File: src/rtl/core/sfcp_pkg.sv
// Shared types and constants for the sync-framed command parser.
// No dependencies; imported by the front end, queue, back end and top level.
package sfcp_pkg;

    // Sync pair that opens a frame
    localparam logic [7:0] SYNC_FIRST  = 8'h55;
    localparam logic [7:0] SYNC_SECOND = 8'hAA;

    // Frame lengths, sync bytes included
    localparam logic [3:0] LEN_STOP = 4'd3;
    localparam logic [3:0] LEN_POS  = 4'd15;
    localparam logic [3:0] LEN_NAME = 4'd4;
    localparam int unsigned DEFAULT_LEN_C = 10;

    // Frame byte positions
    localparam logic [3:0] IDX_CMD   = 4'd2;
    localparam logic [3:0] IDX_FIRST = 4'd3;

    // Payload buffer holds frame bytes 3 through 14
    localparam int unsigned BUF_ENTRIES = 12;
    localparam int unsigned BUF_IDX_W   = $clog2(BUF_ENTRIES);

    // Queue between front and back
    localparam int unsigned Q_DEPTH = 2;
    localparam int unsigned Q_PTR_W = $clog2(Q_DEPTH);
    localparam int unsigned Q_CNT_W = $clog2(Q_DEPTH + 1);

    // Configuration register indexes
    localparam int unsigned CFG_IDX_W = 2;
    typedef enum logic [CFG_IDX_W-1:0] {
        CFG_STOP_CODE      = 2'd0,
        CFG_MOVE_POS_CODE  = 2'd1,
        CFG_MOVE_NAME_CODE = 2'd2
    } t_cfg_idx;

    // One completed frame, as handed from front to back
    typedef struct packed {
        logic [7:0]  command;
        logic        upd_pos;
        logic        upd_name;
        logic [31:0] pos_x;
        logic [31:0] pos_y;
        logic [31:0] angle;
        logic [7:0]  name;
        logic [3:0]  frame_bytes;
    } t_frame_evt;

endpackage

File: src/rtl/core/sfcp_front.sv
// Front end: sync hunt, frame tracking, payload buffer and command registers.
// Depends on sfcp_pkg; emits one t_frame_evt per completed frame.
module sfcp_front #(
    parameter int unsigned DEFAULT_LEN = sfcp_pkg::DEFAULT_LEN_C
) (
    input  logic                                i_clk,
    input  logic                                i_rst_n,
    input  logic                                i_cfg_we,
    input  logic [sfcp_pkg::CFG_IDX_W-1:0]      i_cfg_index,
    input  logic [7:0]                          i_cfg_data,
    input  logic                                i_accept,
    input  logic [7:0]                          i_byte,
    output logic                                o_push,
    output sfcp_pkg::t_frame_evt                o_evt
);
    import sfcp_pkg::*;

    logic [7:0]           r_stop_code;
    logic [7:0]           r_pos_code;
    logic [7:0]           r_name_code;
    logic [7:0]           r_prev_byte;
    logic                 r_in_frame;
    logic [3:0]           r_byte_index;
    logic [3:0]           r_frame_len;
    logic [7:0]           r_cmd;
    logic [7:0]           r_buf [BUF_ENTRIES];

    logic [7:0]           n_buf [BUF_ENTRIES];
    logic [3:0]           n_frame_len;
    logic [3:0]           n_byte_index;
    logic [BUF_IDX_W-1:0] wr_idx;
    logic                 wr_en;
    logic                 sync_hit;
    logic                 frame_done;
    logic [7:0]           cmd_now;

    // Pick the frame length on the command byte; name beats position beats stop, no match keeps it
    always_comb begin
        n_frame_len = r_frame_len;
        if (r_in_frame && r_byte_index == IDX_CMD) begin
            priority if (i_byte == r_name_code) begin
                n_frame_len = LEN_NAME;
            end else if (i_byte == r_pos_code) begin
                n_frame_len = LEN_POS;
            end else if (i_byte == r_stop_code) begin
                n_frame_len = LEN_STOP;
            end
        end
    end

    // Buffer write for payload bytes, and the buffer as it stands after it
    assign wr_en  = r_in_frame && (r_byte_index >= IDX_FIRST);
    assign wr_idx = BUF_IDX_W'(r_byte_index - IDX_FIRST);

    always_comb begin
        for (int k = 0; k < BUF_ENTRIES; k++) begin
            n_buf[k] = (wr_en && wr_idx == BUF_IDX_W'(k)) ? i_byte : r_buf[k];
        end
    end

    assign n_byte_index = r_byte_index + 4'd1;
    assign sync_hit     = !r_in_frame && r_prev_byte == SYNC_FIRST && i_byte == SYNC_SECOND;
    assign frame_done   = r_in_frame && (n_byte_index >= n_frame_len);
    assign cmd_now      = (r_byte_index == IDX_CMD) ? i_byte : r_cmd;

    // Build the frame event from the updated buffer
    assign o_push               = i_accept && frame_done;
    assign o_evt.command        = cmd_now;
    assign o_evt.upd_pos        = (cmd_now == r_pos_code);
    assign o_evt.upd_name       = (cmd_now == r_name_code);
    assign o_evt.pos_x          = {n_buf[3], n_buf[2], n_buf[1], n_buf[0]};
    assign o_evt.pos_y          = {n_buf[7], n_buf[6], n_buf[5], n_buf[4]};
    assign o_evt.angle          = {n_buf[11], n_buf[10], n_buf[9], n_buf[8]};
    assign o_evt.name           = n_buf[0];
    assign o_evt.frame_bytes    = n_frame_len;

    // Hold configuration and frame tracking state
    always_ff @(posedge i_clk) begin
        if (!i_rst_n) begin
            r_stop_code  <= 8'd0;
            r_pos_code   <= 8'd1;
            r_name_code  <= 8'd2;
            r_prev_byte  <= 8'd0;
            r_in_frame   <= 1'b0;
            r_byte_index <= 4'd0;
            r_frame_len  <= 4'(DEFAULT_LEN);
        end else begin
            if (i_cfg_we) begin
                unique case (t_cfg_idx'(i_cfg_index))
                    CFG_STOP_CODE:      r_stop_code <= i_cfg_data;
                    CFG_MOVE_POS_CODE:  r_pos_code  <= i_cfg_data;
                    CFG_MOVE_NAME_CODE: r_name_code <= i_cfg_data;
                    default: ;
                endcase
            end
            if (i_accept) begin
                if (!r_in_frame) begin
                    if (sync_hit) begin
                        r_in_frame   <= 1'b1;
                        r_byte_index <= IDX_CMD;
                    end else begin
                        r_prev_byte <= i_byte;
                    end
                end else begin
                    r_frame_len <= n_frame_len;
                    if (frame_done) begin
                        r_in_frame   <= 1'b0;
                        r_byte_index <= 4'd0;
                        r_prev_byte  <= 8'd0;
                    end else begin
                        r_byte_index <= n_byte_index;
                    end
                end
            end
        end
    end

    // Store command and payload bytes
    always_ff @(posedge i_clk) begin
        if (i_accept && r_in_frame) begin
            if (r_byte_index == IDX_CMD) begin
                r_cmd <= i_byte;
            end
            if (wr_en) begin
                r_buf[wr_idx] <= i_byte;
            end
        end
    end

endmodule

File: src/rtl/core/sfcp_queue.sv
// Short queue of frame events between front and back.
// Depends on sfcp_pkg for the event type and depth.
module sfcp_queue (
    input  logic                 i_clk,
    input  logic                 i_rst_n,
    input  logic                 i_push,
    input  sfcp_pkg::t_frame_evt i_evt,
    input  logic                 i_pop,
    output sfcp_pkg::t_frame_evt o_evt,
    output logic                 o_full,
    output logic                 o_empty
);
    import sfcp_pkg::*;

    t_frame_evt         r_mem [Q_DEPTH];
    logic [Q_PTR_W-1:0] r_wr_ptr;
    logic [Q_PTR_W-1:0] r_rd_ptr;
    logic [Q_CNT_W-1:0] r_count;
    logic               do_push;
    logic               do_pop;

    assign o_full  = (r_count == Q_CNT_W'(Q_DEPTH));
    assign o_empty = (r_count == '0);
    assign o_evt   = r_mem[r_rd_ptr];
    assign do_push = i_push && !o_full;
    assign do_pop  = i_pop && !o_empty;

    // Advance pointers and count
    always_ff @(posedge i_clk) begin
        if (!i_rst_n) begin
            r_wr_ptr <= '0;
            r_rd_ptr <= '0;
            r_count  <= '0;
        end else begin
            if (do_push) begin
                r_wr_ptr <= (r_wr_ptr == Q_PTR_W'(Q_DEPTH - 1)) ? '0 : r_wr_ptr + 1'b1;
            end
            if (do_pop) begin
                r_rd_ptr <= (r_rd_ptr == Q_PTR_W'(Q_DEPTH - 1)) ? '0 : r_rd_ptr + 1'b1;
            end
            if (do_push && !do_pop) begin
                r_count <= r_count + 1'b1;
            end else if (do_pop && !do_push) begin
                r_count <= r_count - 1'b1;
            end
        end
    end

    // Store entries
    always_ff @(posedge i_clk) begin
        if (do_push) begin
            r_mem[r_wr_ptr] <= i_evt;
        end
    end

endmodule

File: src/rtl/core/sfcp_back.sv
// Back end: applies frame events to the held targets and drives the result register.
// Depends on sfcp_pkg for the event type.
module sfcp_back (
    input  logic                 i_clk,
    input  logic                 i_rst_n,
    input  logic                 i_q_empty,
    input  sfcp_pkg::t_frame_evt i_evt,
    output logic                 o_pop,
    input  logic                 i_stall,
    output logic                 o_valid,
    output logic [7:0]           o_command,
    output logic [31:0]          o_pos_x_bits,
    output logic [31:0]          o_pos_y_bits,
    output logic [31:0]          o_angle_bits,
    output logic [7:0]           o_waypoint_name,
    output logic [3:0]           o_frame_bytes
);
    import sfcp_pkg::*;

    logic        r_valid;
    logic [31:0] r_held_x;
    logic [31:0] r_held_y;
    logic [31:0] r_held_angle;
    logic [7:0]  r_held_name;
    logic [7:0]  r_command;
    logic [3:0]  r_frame_bytes;
    logic [31:0] n_held_x;
    logic [31:0] n_held_y;
    logic [31:0] n_held_angle;
    logic [7:0]  n_held_name;

    // Take the next event when the result register is free or being drained
    assign o_pop = !i_q_empty && (!r_valid || !i_stall);

    // Merge the event into the held targets
    assign n_held_x     = i_evt.upd_pos  ? i_evt.pos_x : r_held_x;
    assign n_held_y     = i_evt.upd_pos  ? i_evt.pos_y : r_held_y;
    assign n_held_angle = i_evt.upd_pos  ? i_evt.angle : r_held_angle;
    assign n_held_name  = i_evt.upd_name ? i_evt.name  : r_held_name;

    // Hold targets and result valid
    always_ff @(posedge i_clk) begin
        if (!i_rst_n) begin
            r_valid      <= 1'b0;
            r_held_x     <= 32'd0;
            r_held_y     <= 32'd0;
            r_held_angle <= 32'd0;
            r_held_name  <= 8'd0;
        end else begin
            if (o_pop) begin
                r_valid      <= 1'b1;
                r_held_x     <= n_held_x;
                r_held_y     <= n_held_y;
                r_held_angle <= n_held_angle;
                r_held_name  <= n_held_name;
            end else if (!i_stall) begin
                r_valid <= 1'b0;
            end
        end
    end

    // Load the per-frame result fields
    always_ff @(posedge i_clk) begin
        if (o_pop) begin
            r_command     <= i_evt.command;
            r_frame_bytes <= i_evt.frame_bytes;
        end
    end

    assign o_valid         = r_valid;
    assign o_command       = r_command;
    assign o_pos_x_bits    = r_held_x;
    assign o_pos_y_bits    = r_held_y;
    assign o_angle_bits    = r_held_angle;
    assign o_waypoint_name = r_held_name;
    assign o_frame_bytes   = r_frame_bytes;

endmodule

File: src/rtl/core/sync_framed_command_parser.sv
// Sync-framed command parser: takes one byte per cycle, gives one result per frame.
// A frame's event enters the event queue when its last byte is accepted, and the
// result register loads from the queue. Throughput: one byte per cycle; the input
// stalls only when the two-entry event queue is full, which needs a stalled result.
// Reset (i_rst_n low, synchronous) clears frame tracking, held targets and the
// queue, and loads the command codes 0, 1, 2 and a frame length of DEFAULT_LEN.
module sync_framed_command_parser #(
    parameter int unsigned DEFAULT_LEN = sfcp_pkg::DEFAULT_LEN_C
) (
    input  logic                           i_clk,
    input  logic                           i_rst_n,
    input  logic                           i_cfg_we,
    input  logic [sfcp_pkg::CFG_IDX_W-1:0] i_cfg_index,
    input  logic [7:0]                     i_cfg_data,
    input  logic                           i_valid,
    output logic                           o_stall,
    input  logic [7:0]                     i_byte_in,
    output logic                           o_valid,
    input  logic                           i_stall,
    output logic [7:0]                     o_command,
    output logic [31:0]                    o_pos_x_bits,
    output logic [31:0]                    o_pos_y_bits,
    output logic [31:0]                    o_angle_bits,
    output logic [7:0]                     o_waypoint_name,
    output logic [3:0]                     o_frame_bytes
);
    import sfcp_pkg::*;

    t_frame_evt push_evt;
    t_frame_evt pop_evt;
    logic       push;
    logic       pop;
    logic       q_full;
    logic       q_empty;
    logic       in_accept;

    // Stall input while the queue is full
    assign o_stall   = q_full;
    assign in_accept = i_valid && !q_full;

    sfcp_front #(
        .DEFAULT_LEN (DEFAULT_LEN)
    ) u_front (
        .i_clk       (i_clk),
        .i_rst_n     (i_rst_n),
        .i_cfg_we    (i_cfg_we),
        .i_cfg_index (i_cfg_index),
        .i_cfg_data  (i_cfg_data),
        .i_accept    (in_accept),
        .i_byte      (i_byte_in),
        .o_push      (push),
        .o_evt       (push_evt)
    );

    sfcp_queue u_queue (
        .i_clk   (i_clk),
        .i_rst_n (i_rst_n),
        .i_push  (push),
        .i_evt   (push_evt),
        .i_pop   (pop),
        .o_evt   (pop_evt),
        .o_full  (q_full),
        .o_empty (q_empty)
    );

    sfcp_back u_back (
        .i_clk           (i_clk),
        .i_rst_n         (i_rst_n),
        .i_q_empty       (q_empty),
        .i_evt           (pop_evt),
        .o_pop           (pop),
        .i_stall         (i_stall),
        .o_valid         (o_valid),
        .o_command       (o_command),
        .o_pos_x_bits    (o_pos_x_bits),
        .o_pos_y_bits    (o_pos_y_bits),
        .o_angle_bits    (o_angle_bits),
        .o_waypoint_name (o_waypoint_name),
        .o_frame_bytes   (o_frame_bytes)
    );

endmodule

File: config.mk
export PLATFORM = sky130hd
export DESIGN_NAME = sync_framed_command_parser
export DESIGN_NICKNAME = d
export VERILOG_FILES = /design/src/rtl/core/sfcp_pkg.sv /design/src/rtl/core/sfcp_front.sv /design/src/rtl/core/sfcp_queue.sv /design/src/rtl/core/sfcp_back.sv /design/src/rtl/core/sync_framed_command_parser.sv
export SDC_FILE = /design/constraint.sdc
export NUM_CORES = 1
export LEC_CHECK = 0
export ABC_AREA = 1
export BUFFER_PORTS_ARGS = -buffer_cell sky130_fd_sc_hd__buf_2
export CAP_MARGIN = 20
export CORE_UTILIZATION = 60
export DETAILED_ROUTE_END_ITERATION = 8
export PLACE_DENSITY = 0.79
export SLEW_MARGIN = 20
export SYNTH_ARGS = -nofsm -noshare
export SYNTH_HDL_FRONTEND = slang
export SYNTH_HIERARCHICAL = 1
export SYNTH_SLANG_ARGS = --single-unit
File: constraint.sdc
create_clock -name i_clk -period 23.6 [get_ports i_clk]
set_clock_uncertainty 0.15 [all_clocks]
set_input_delay 4.72 -clock i_clk [delete_from_list [all_inputs] [get_ports i_clk]]
set_output_delay 4.72 -clock i_clk [all_outputs]
set_load 0.005 [all_outputs]
==> key figures, run 1 <==
Run status
  – Status: finished clean

Detailed routing
  – Initial DRC count: 1142
  – Vias per cell: 5.27
  – Avg WL per Cell: 16.6 um
  – Antenna-violating nets left: 0
  – Drt total wl: 44.5 mm
  – DR vias: 14.1k
  – # DRC: 0
  – Pre-antenna DRT Iters: 5

STA
  – Final worst path period share: 0.387
  – # setup viols final: 0
  – Relative slew margins: 0.368
  – Worst hold slack: 0.332 ns
  – Slew Limit Fails: 0
  – Fin crit period: 9.14 ns
  – Achievable Freq: 0.109 GHz
  – Slew @ Worst Pin: 0.948 ns
  – Fin Setup TNS: 0 ns
  – RSZ-0062 raised after global routing: false
  – Hold Vio Cnt, Final: 0

Synthesis
  – Count of cell types in the netlist: 34
  – Synthesized Nets: 2110
  – Syn Inst Count: 2076
  – Synth warnings: 6
  – Number of enable flip-flop cells after synthesis: 352
  – Register area share after synthesis: 0.625
  – Syn avg cell area: 10.5 sq um
  – Seq cells post-synth: 503
  – Primary FF master, synth: edfxtp_1
  – Async SR Flop Fraction: 0
  – Post-Syn Area: 21700 sq um

Layout
  – Area growth syn-to-layout: 11.0%
  – Fin nets: 2205
  – FILL cells: 2616
  – # diodes: 0
  – Utilization after layout: 0.678
  – Layout cells sized above 1: 0.196

Setup path
  – Crit-path max FO: 67
  – CP Capture Type: flop
  – Most used cell, CP: nand2_1
  – CP cell instances: buf_2 -> inv_1 -> nand2_1 -> nand2_1 -> nand2_1 -> nor2_1 -> nand3_1 -> nand3_1 -> nand2_1 -> ha_1 -> inv_1 -> o21bai_1 -> nand3_1 -> nand3_1 -> nand2_1 -> inv_1 -> o21ai_0 -> nor2_4 -> buf_4 -> buf_4
  – CP startpoint kind: primary input
  – CP max-delay cell: buf_4
  – CP Data Arrival Time: 9.19 ns
  – Required @ worst endpoint: 23.65 ns
  – Worst stage delay on the critical path: 0.82 ns
  – Worst reg2reg path startpoint: u_front/r_byte_index[0]
  – Critical Path Start: i_byte_in[2]
  – Critical path type: in2reg

Place
  – Post-DP HPWL: 28.4 mm
  – Routability Congestion: 0.915
  – IO Port Bufs: 140

CTS
  – CTS Sinks: 503
  – Worst skew pair latency: 0.58 ns
  – H-tree depth: 2
  – Post-CTS Resized: 0
  – CTS clk-pin slew, worst paths: 0.06 ns
  – Total CTS buffers: 50
  – CTS root buf: clkbuf_16
  – Hold buffer count at CTS: 0
  – CTS tree: yes
  – Post-CTS Repair Setup Buffers: 0
  – Clock tree buffer depth: 3

Job
  – Max cap viols: 0

Power and ir drop
  – P_int: 1.40 mW
  – Combinational Power Share: 0.027
  – Worst IR drop on VDD: 0.0666 mV
  – Final Total Pwr: 1.76 mW
  – Lkg Pwr: 10.0 nW
  – PwrDens: 72.8 nW/um^2
  – Fraction of power consumed by sequential logic: 0.538
  – Clock Power Share: 0.435
  – Sw Pwr: 0.355 mW
  – Net Sw Frac: 0.202

Die
  – Starting Density: 0.611
  – Row count: 69
  – Core Box Area: 35600 sq um
  – Die Area: 37000 sq um
  – Die W: 192 um
  – Die height: 192 um
  – IO Pins: 141

Global route
  – First-pass GRT wire length: 69.3 mm
  – Met2 Use GR: 0.391
  – Global Route Usage Sum: 0.243
  – Initial antenna violation count: 0
  – Largest net degree at the start of global routing: 97
  – GR Util met3: 0.0404
  – GR Overflow Total: 0
  – Gr busiest metal: met2
  – Routing usage on met1: 0.332
  – Vias in the first global route: 13.3k

Min path
  – HP Start: u_front/r_stop_code[7]
  – Hold WC Path Type: reg2reg
-- Yosys cell counts (2+ instances only) --
library cell / count / area (sq um)
nor3_1: 3 / 15.0
mux2_4: 20 / 300
o21ai_2: 44 / 385
nor2_1: 164 / 616
o21ai_0: 30 / 150
nand4_1: 115 / 719
xor2_1: 9 / 78.8
o21ai_1: 34 / 170
buf_6: 19 / 214
edfxtp_1: 352 / 10600
buf_2: 38 / 190
nand3_1: 29 / 145
a21oi_1: 28 / 140
nand2_1: 444 / 1670
nor2_4: 2 / 22.5
nor2_2: 13 / 81.3
buf_1: 7 / 26.3
inv_1: 366 / 1370
dfxtp_1: 151 / 3020
buf_4: 10 / 75.1
mux2_2: 98 / 1100
xor2_2: 2 / 32.5
clkbuf_1: 34 / 128
inv_2: 16 / 60.1
xnor2_1: 25 / 219
nand2_2: 5 / 31.3
ha_1: 11 / 138
-- sequential cells by signal, summed over array words and instances, names as in the netlist, 8 cells and up, named ones only --
| signal | flops |
|---|---|
| u_queue/r_mem | 236 |
| u_front/r_buf | 96 |
| u_back/o_angle_bits | 32 |
| u_back/o_pos_x_bits | 32 |
| u_back/o_pos_y_bits | 32 |
| u_back/o_command | 8 |
| u_back/o_waypoint_name | 8 |
| u_front/r_cmd | 8 |
| u_front/r_name_code | 8 |
| u_front/r_pos_code | 8 |
| u_front/r_prev_byte | 8 |
| u_front/r_stop_code | 8 |
-- per-stage QoR --
stage	std cells	setup WS, ns	instance area, sq um
after detailed placement	2579	13.92	22500
after CTS	2672	14.50	24100
after floorplan	2076	11.49	21700
after global routing	2673	14.07	24100
final	2673	14.46	24100
after global placement	2579	14.08	22500
-- final cells by class --
cell class	count	area (sq um)	share of cell area
clock buffer	74	1490	0.0617
sequential	503	13600	0.564
timing repair buffer	152	813	0.0337
inverter	383	1440	0.0596
multi-input combinational	1081	6090	0.253
clock inverter	19	118	0.00488
tap	461	577	0.0239
-- layout by cell type (no fill, tap or decap), types with 2 or more instances in the layout --
| master | instances |
|---|---|
| clkbuf_2 | 2 |
| inv_2 | 16 |
| nand2_2 | 4 |
| nor3_1 | 3 |
| clkinv_1 | 7 |
| nand2_1 | 444 |
| clkbuf_8 | 6 |
| o21ai_0 | 30 |
| clkbuf_16 | 54 |
| edfxtp_1 | 352 |
| mux2_4 | 20 |
| nor2_1 | 162 |
| buf_4 | 12 |
| nor2_2 | 13 |
| mux2_2 | 98 |
| xor2_1 | 9 |
| buf_2 | 139 |
| o21ai_2 | 44 |
| nand4_1 | 115 |
| clkinv_2 | 9 |
| clkinvlp_4 | 2 |
| nand3_1 | 29 |
| o21ai_1 | 34 |
| dfxtp_1 | 150 |
| inv_1 | 366 |
| ha_1 | 11 |
| xor2_2 | 2 |
| a21oi_1 | 28 |
| clkbuf_1 | 12 |
| xnor2_1 | 25 |
| nor2_4 | 4 |
-- cells by family after synthesis --
kind of cell             share of synthesized area
AO/OA/AOI/OAI                               0.0409
XOR/XNOR                                    0.0152
adder cells (fa/ha/maj)                    0.00633
buffers and inverters                       0.0955
flip-flops                                   0.625
multiplexers                                0.0646
AND/OR/NAND/NOR                              0.152
-- final timing paths --
path              cells after the start  slack (ns)                      to
hold / removal                        2        0.33  u_front/r_stop_code[7]
setup / recovery                     20       14.46     u_queue/r_mem[1][0]
hold reg to reg                       2        0.33  u_front/r_stop_code[7]
setup reg to reg                     18       18.64     u_queue/r_mem[1][0]
-- power groups by stage --
stage / registers [mW] / logic, mW / clock network, mW
final: 0.944 / 0.0468 / 0.765
after global routing: 0.944 / 0.0517 / 0.814
after CTS: 0.944 / 0.0466 / 0.778
after detailed placement: 0.963 / 0.0463 / 0
after global placement: 0.963 / 0.0445 / 0
after floorplan: 0.962 / 0.0308 / 0
-- per-layer routing --
layer	wire length, um	up-vias
met4	1210	0
met1	18800	6617
met2	21400	472
li1	-	6906
met5	0	-
met3	3060	85
-- critical path: cells and delay by family --
kind,cells,cell delay (ns)
adder cells (fa/ha/maj),1,0.31
buffers and inverters,6,2.50
AO/OA/AOI/OAI,2,0.39
AND/OR/NAND/NOR,11,1.17
No activity file was read; power rests on OpenSTA's default activity.
==> run 2: changes to the inputs <==
Clock period 23.6 ns to 9.4 ns, I/O delays scaled along.
==> run 2 against run 1 <==
  * Combinational power rose to 2.5 times the previous value
  * Routed wire length up 2.6%
  * Largest power group unchanged
  * Setup slack worse by 11 ns
  * Critical path depth is the same
  * Clock-buffer cell count did not move
==> key figures, run 2 (synthesis results as in run 1) <==
Min path
  – Hold WC Path Type: reg2reg
  – HP Start: u_front/r_prev_byte[4]

Detailed routing
  – Vias per cell: 5.32 (+1.1%)
  – # DRC: 0 (unchanged)
  – Avg WL per Cell: 17.1 um (+2.6%)
  – Pre-antenna DRT Iters: 6 (+1)
  – Drt total wl: 45.6 mm (+2.6%)
  – Initial DRC count: 1229 (+7.6%)
  – Antenna-violating nets left: 0 (unchanged)
  – DR vias: 14.2k (+1.1%)

STA
  – RSZ-0062 raised after global routing: false
  – Fin Setup TNS: 0 ns (unchanged)
  – Slew @ Worst Pin: 1.01 ns (+0.0648 ns)
  – Slew Limit Fails: 0 (unchanged)
  – Hold Vio Cnt, Final: 0 (unchanged)
  – # setup viols final: 0 (unchanged)
  – Achievable Freq: 0.171 GHz
  – Relative slew margins: 0.325 (-0.0432)
  – Fin crit period: 5.84 ns
  – Final WS setup: 3.56 ns (-10.90 ns)
  – Final worst path period share: 0.621

Layout
  – # diodes: 0 (unchanged)
  – Layout cells sized above 1: 0.195 (-0.000452)
  – Utilization after layout: 0.679 (about the same)
  – Area growth syn-to-layout: 11.1% (about the same)
  – Top Registers: u_queue/r_mem (236), u_front/r_buf (96)
  – Biggest register: u_queue/r_mem
  – Number of flip-flops under the largest register name: 236 (unchanged)
  – Most frequent cells in the layout: nand2_1 (444), inv_1 (366), edfxtp_1 (352)
  – Leading cell type in the layout, fill and taps excluded: nand2_1
  – Fin nets: 2205 (unchanged)
  – Non-filler cells, final: 2673 (unchanged)

Place
  – Placed Instances: 2578 (-0.039%)
  – IO Port Bufs: 140 (unchanged)
  – DP Worst Slack: 2.72 ns (-11.20 ns)
  – Routability Congestion: 0.924 (+0.99%)
  – Post-DP HPWL: 28.9 mm (+1.9%)

Power and ir drop
  – PwrDens: 181 nW/um^2 (+150%)
  – Lkg Pwr: 10.0 nW (about the same)
  – Worst IR drop on VDD: 0.134 mV (+100%)

Die
  – Die W: 192 um (unchanged)
  – Core Box Area: 35600 sq um (unchanged)
  – Starting Density: 0.611 (unchanged)
  – Die Area: 37000 sq um (unchanged)
  – Die height: 192 um (unchanged)
  – IO Pins: 141 (unchanged)
  – Row count: 69 (unchanged)

CTS
  – Post-CTS Repair Setup Buffers: 0 (unchanged)
  – Worst skew pair latency: 0.57 ns (about the same)
  – CTS Sinks: 503 (unchanged)
  – H-tree depth: 2 (unchanged)
  – Clock tree buffer depth: 3 (unchanged)
  – CTS root buf: clkbuf_16
  – Hold buffer count at CTS: 0 (unchanged)
  – CTS tree: yes
  – Post-CTS Resized: 0 (unchanged)
  – CTS clk-pin slew, worst paths: 0.06 ns (about the same)
  – Total CTS buffers: 49 (-2.0%)

Setup path
  – CP Buf/Inv Count: 6 (unchanged)
  – Worst reg2reg path startpoint: u_front/r_byte_index[0]
  – CP startpoint kind: primary input
  – CP Data Arrival Time: 5.87 ns (-3.32 ns)
  – CP max-delay cell: inv_1
  – Cell family with most CP delay: buffers and inverters
  – Critical Path Start: i_byte_in[2]
  – CP Capture Type: flop
  – CP cell instances: buf_2 -> inv_1 -> nand2_1 -> nand2_1 -> nand2_1 -> nor2_1 -> nand3_1 -> nand3_1 -> nand2_1 -> ha_1 -> inv_1 -> o21bai_1 -> nand3_1 -> nand3_1 -> nand2_1 -> inv_1 -> o21ai_0 -> nor2_4 -> buf_12 -> buf_12
  – Worst stage delay on the critical path: 0.70 ns (-0.12 ns)
  – Crit-path max FO: 83 (+24%)
  – Required @ worst endpoint: 9.43 ns (-14.22 ns)
  – Most used cell, CP: nand2_1
  – Critical path type: in2reg

Run status
  – Status: finished clean

Global route
  – Vias in the first global route: 13.3k (+0.45%)
  – Largest net degree at the start of global routing: 97 (unchanged)
  – Global Route Usage Sum: 0.249 (+0.00584)
  – First-pass GRT wire length: 70.9 mm (+2.3%)
  – Initial antenna violation count: 0 (unchanged)
  – GR Overflow Total: 0 (unchanged)

Job
  – Max cap viols: 0 (unchanged)
## run 2: path summary, 6_finish.rpt
| check | endpoint | slack, ns | depth (start not counted) |
|---|---|---|---|
| max | u_queue/r_mem[1][79] | 3.56 | 20 |
| min | u_front/r_prev_byte[4] | 0.32 | 2 |
| max reg2reg | u_queue/r_mem[1][79] | 4.89 | 18 |
| min reg2reg | u_front/r_prev_byte[4] | 0.32 | 2 |
## run 2: stage by stage
stage	cell area [sq um]	total power, mW	hold slack, ns
after global placement	22500	2.53	0.302
final	24100	4.38	0.324
after global routing	24100	4.50	0.345
after CTS	24100	4.41	0.325
after detailed placement	22500	2.53	0.315
after floorplan	21700	2.49	0.291
## run 2: tightest hold or removal path, cell delays in order (launching register included)
cell     delay [ns]
dfxtp_1        0.31
nand2_1        0.06
a21oi_1        0.06
## run 2: area by class of cell
type	instances	area [sq um]
sequential	503	13600
inverter	383	1440
multi-input combinational	1081	6090
tap	461	577
timing repair buffer	153	871
clock buffer	74	1450
fill	2553	11400
clock inverter	18	116
## run 2: layer usage
layer,share of wire,GRT usage,vias up
li1,-,-,6906
met1,0.42,0.342,6695
met2,0.48,0.411,541
met3,0.069,0.0347,86
met4,0.026,0.0812,0
met5,0,0,-
## run 2: power by group
part           internal, mW  switching, mW  leakage (nW)
Sequential             2.36        0.00891          4.39
Clock                  1.09          0.798         0.771
Combinational        0.0333         0.0855          4.87
Total                  3.49          0.892          10.0
==> run 3: changes to the inputs <==
Settings changed: CORE_UTILIZATION 60 to 55, PLACE_DENSITY 0.79 to 0.76.
Clock period 9.4 ns to 4.7 ns, I/O delays scaled along.
==> run 3 against run 2 <==
  * Clock power grew 100%
  * Sequential cell count is the same
  * Sequential power is 100% higher
  * Worst hold slack got worse by 0.0060 ns
  * Final cell count up 2.7%
  * Critical path type is now reg2reg
==> key figures, run 3 (synthesis results as in run 1) <==
Setup path
  – CP cell instances: inv_1 -> ha_1 -> nand2_2 -> nor2_2 -> nand3_1 -> nand3_1 -> nand2_1 -> ha_1 -> inv_1 -> o21bai_1 -> nand3_1 -> nand3_1 -> nand2_1 -> inv_2 -> o21ai_4 -> nor2_4 -> buf_12
  – Cell family with most CP delay: simple AND/OR/NAND/NOR gates
  – Worst stage delay on the critical path: 0.40 ns (-0.30 ns)
  – CP startpoint kind: flop
  – Crit-path max FO: 50 (-40%)
  – CP Data Arrival Time: 3.90 ns (-1.97 ns)
  – Required @ worst endpoint: 4.80 ns (-4.63 ns)
  – Most used cell, CP: nand3_1
  – CP Capture Type: flop
  – R2R setup slack: 0.90 ns (-3.99 ns)
  – Critical path type: reg2reg
  – RR Endpoint: u_queue/r_mem[1][79]
  – FF-to-FF path depth: 17 (-1)
  – CP Buf/Inv Count: 4 (-2)
  – CP max-delay cell: dfxtp_1
  – Worst reg2reg path startpoint: u_front/r_byte_index[0]

Power and ir drop
  – Combinational Power Share: 0.029 (+0.002)
  – Net Sw Frac: 0.205 (+0.00157)
  – Final Total Pwr: 8.84 mW (+100%)
  – Clock Power Share: 0.435 (+0.004)
  – Sw Pwr: 1.81 mW (+100%)
  – Fraction of power consumed by sequential logic: 0.537 (-0.004)
  – Lkg Pwr: 10.1 nW (+0.71%)
  – PwrDens: 363 nW/um^2 (+100%)
  – Worst IR drop on VDD: 0.315 mV (+130%)
  – P_int: 7.02 mW (+100%)

Detailed routing
  – # DRC: 0 (unchanged)
  – Avg WL per Cell: 16.6 um (-2.8%)
  – DR vias: 14.1k (-0.82%)
  – Pre-antenna DRT Iters: 5 (-1)
  – Drt total wl: 45.6 mm (-0.11%)
  – Antenna-violating nets left: 0 (unchanged)
  – Initial DRC count: 1064 (-13%)
  – Vias per cell: 5.14 (-3.5%)

Layout
  – Area growth syn-to-layout: 12.1%
  – Layout cells sized above 1: 0.202 (+0.00641)
  – Utilization after layout: 0.627 (-0.0514)
  – Final Instance Area: 24400 sq um (+0.90%)
  – Number of flip-flops under the largest register name: 236 (unchanged)
  – Leading cell type in the layout, fill and taps excluded: nand2_1
  – Top Registers: u_queue/r_mem (236), u_front/r_buf (96)
  – Fin nets: 2220 (+0.68%)
  – Most frequent cells in the layout: nand2_1 (444), inv_1 (364), edfxtp_1 (352)
  – FILL cells: 3025 (+18%)
  – Biggest register: u_queue/r_mem
  – Non-filler cells, final: 2746 (+2.7%)

Job
  – Max cap viols: 0 (unchanged)

Global route
  – Vias in the first global route: 13.7k (+2.4%)
  – GR Overflow Total: 0 (unchanged)
  – First-pass GRT wire length: 72.4 mm (+2.2%)
  – Global Route Usage Sum: 0.228 (-0.0210)
  – Largest net degree at the start of global routing: 107 (+10%)
  – Initial antenna violation count: 1 (+1)

Place
  – Routability Congestion: 0.910 (-1.6%)
  – Post-DP HPWL: 29.7 mm (+2.6%)
  – Placed Instances: 2652 (+2.9%)
  – IO Port Bufs: 140 (unchanged)
  – DP Worst Slack: 0.465 ns (-2.26 ns)
  – DP Area: 22800 sq um (+1.2%)

CTS
  – CTS clk-pin slew, worst paths: 0.06 ns (about the same)
  – CTS Sinks: 503 (unchanged)
  – CTS root buf: clkbuf_16
  – Total CTS buffers: 50 (+2.0%)
  – Post-CTS Resized: 0 (unchanged)
  – CTS tree: yes
  – Post-CTS Repair Setup Buffers: 0 (unchanged)
  – H-tree depth: 2 (unchanged)
  – Hold buffer count at CTS: 0 (unchanged)
  – Worst skew pair latency: 0.58 ns (about the same)
  – Clock tree buffer depth: 3 (unchanged)

STA
  – Worst hold slack: 0.318 ns (-0.00600 ns)
  – Fin crit period: 3.80 ns
  – RSZ-0062 raised after global routing: false
  – Relative slew margins: 0.351 (+0.0262)
  – Achievable Freq: 0.263 GHz
  – Final worst path period share: 0.809
  – Slew Limit Fails: 0 (unchanged)
  – Fin Setup TNS: 0 ns (unchanged)
  – Final WS setup: 0.898 ns (-2.66 ns)
  – # setup viols final: 0 (unchanged)
  – Slew @ Worst Pin: 0.973 ns (-0.0394 ns)
  – Hold Vio Cnt, Final: 0 (unchanged)

Run status
  – Status: finished clean

Die
  – Core Box Area: 38800 sq um (+9.2%)
  – Die W: 201 um (+4.4%)
  – Die height: 201 um (+4.4%)
  – Starting Density: 0.560 (-0.0513)
  – IO Pins: 141 (unchanged)
  – Row count: 72 (+4.3%)
  – Die Area: 40300 sq um (+9.0%)

Min path
  – WHS Path Cells: 2 (unchanged)
  – Hold Path End: u_front/r_prev_byte[4]
  – Hold WC Path Type: reg2reg
  – HP Start: u_front/r_prev_byte[4]
-- run 3: cell count changes in the layout (fill, tap and decap cells not counted), sizes merged --
cell and delta:
diode +2, buf +14, bufinv +2, clkbuf -2
-- run 3: per-layer routing --
layer	track usage	share of wire
met2	0.373	0.47
met1	0.304	0.43
met3	0.0411	0.059
met4	0.0870	0.035
met5	0	0
-- run 3: area by class of cell --
| cell class | instances | area [sq um] | area share |
|---|---|---|---|
| Antenna cell | 2 | 5.00 | 0.000205 |
| Clock buffer | 72 | 1400 | 0.0573 |
| Clock inverter | 20 | 180 | 0.00740 |
| Inverter | 383 | 1440 | 0.0592 |
| Multi-Input combinational cell | 1081 | 6120 | 0.251 |
| Sequential cell | 503 | 13600 | 0.558 |
| Tap cell | 518 | 648 | 0.0266 |
| Timing Repair Buffer | 167 | 968 | 0.0398 |
-- run 3: how the worst max path moves through the flow --
stage / start / endpoint / slack [ns] / depth (start not counted)
floorplan: i_byte_in[6] / u_queue/r_mem[0][0] / -0.09 / 16
global placement: i_byte_in[4] / u_queue/r_mem[1][83] / 0.60 / 18
detailed placement: i_byte_in[4] / u_queue/r_mem[1][83] / 0.47 / 18
CTS: u_front/r_byte_index[0] / u_queue/r_mem[1][43] / 0.93 / 17
global route: u_front/r_byte_index[0] / u_queue/r_mem[1][57] / 0.56 / 17
finish: u_front/r_byte_index[0] / u_queue/r_mem[1][79] / 0.90 / 17
-- run 3: tightest hold or removal path, stage by stage, from the launching register on --
cell and delay (ns):
dfxtp_1 0.31, nand2_1 0.06, a21oi_1 0.06
-- run 3: power groups by stage --
stage               Combinational [mW]  Clock, mW  Sequential [mW]
floorplan                        0.162          0             4.83
global placement                 0.242          0             4.84
detailed placement               0.251          0             4.84
CTS                              0.251       3.91             4.74
global route                     0.282       4.09             4.74
finish                           0.253       3.84             4.74
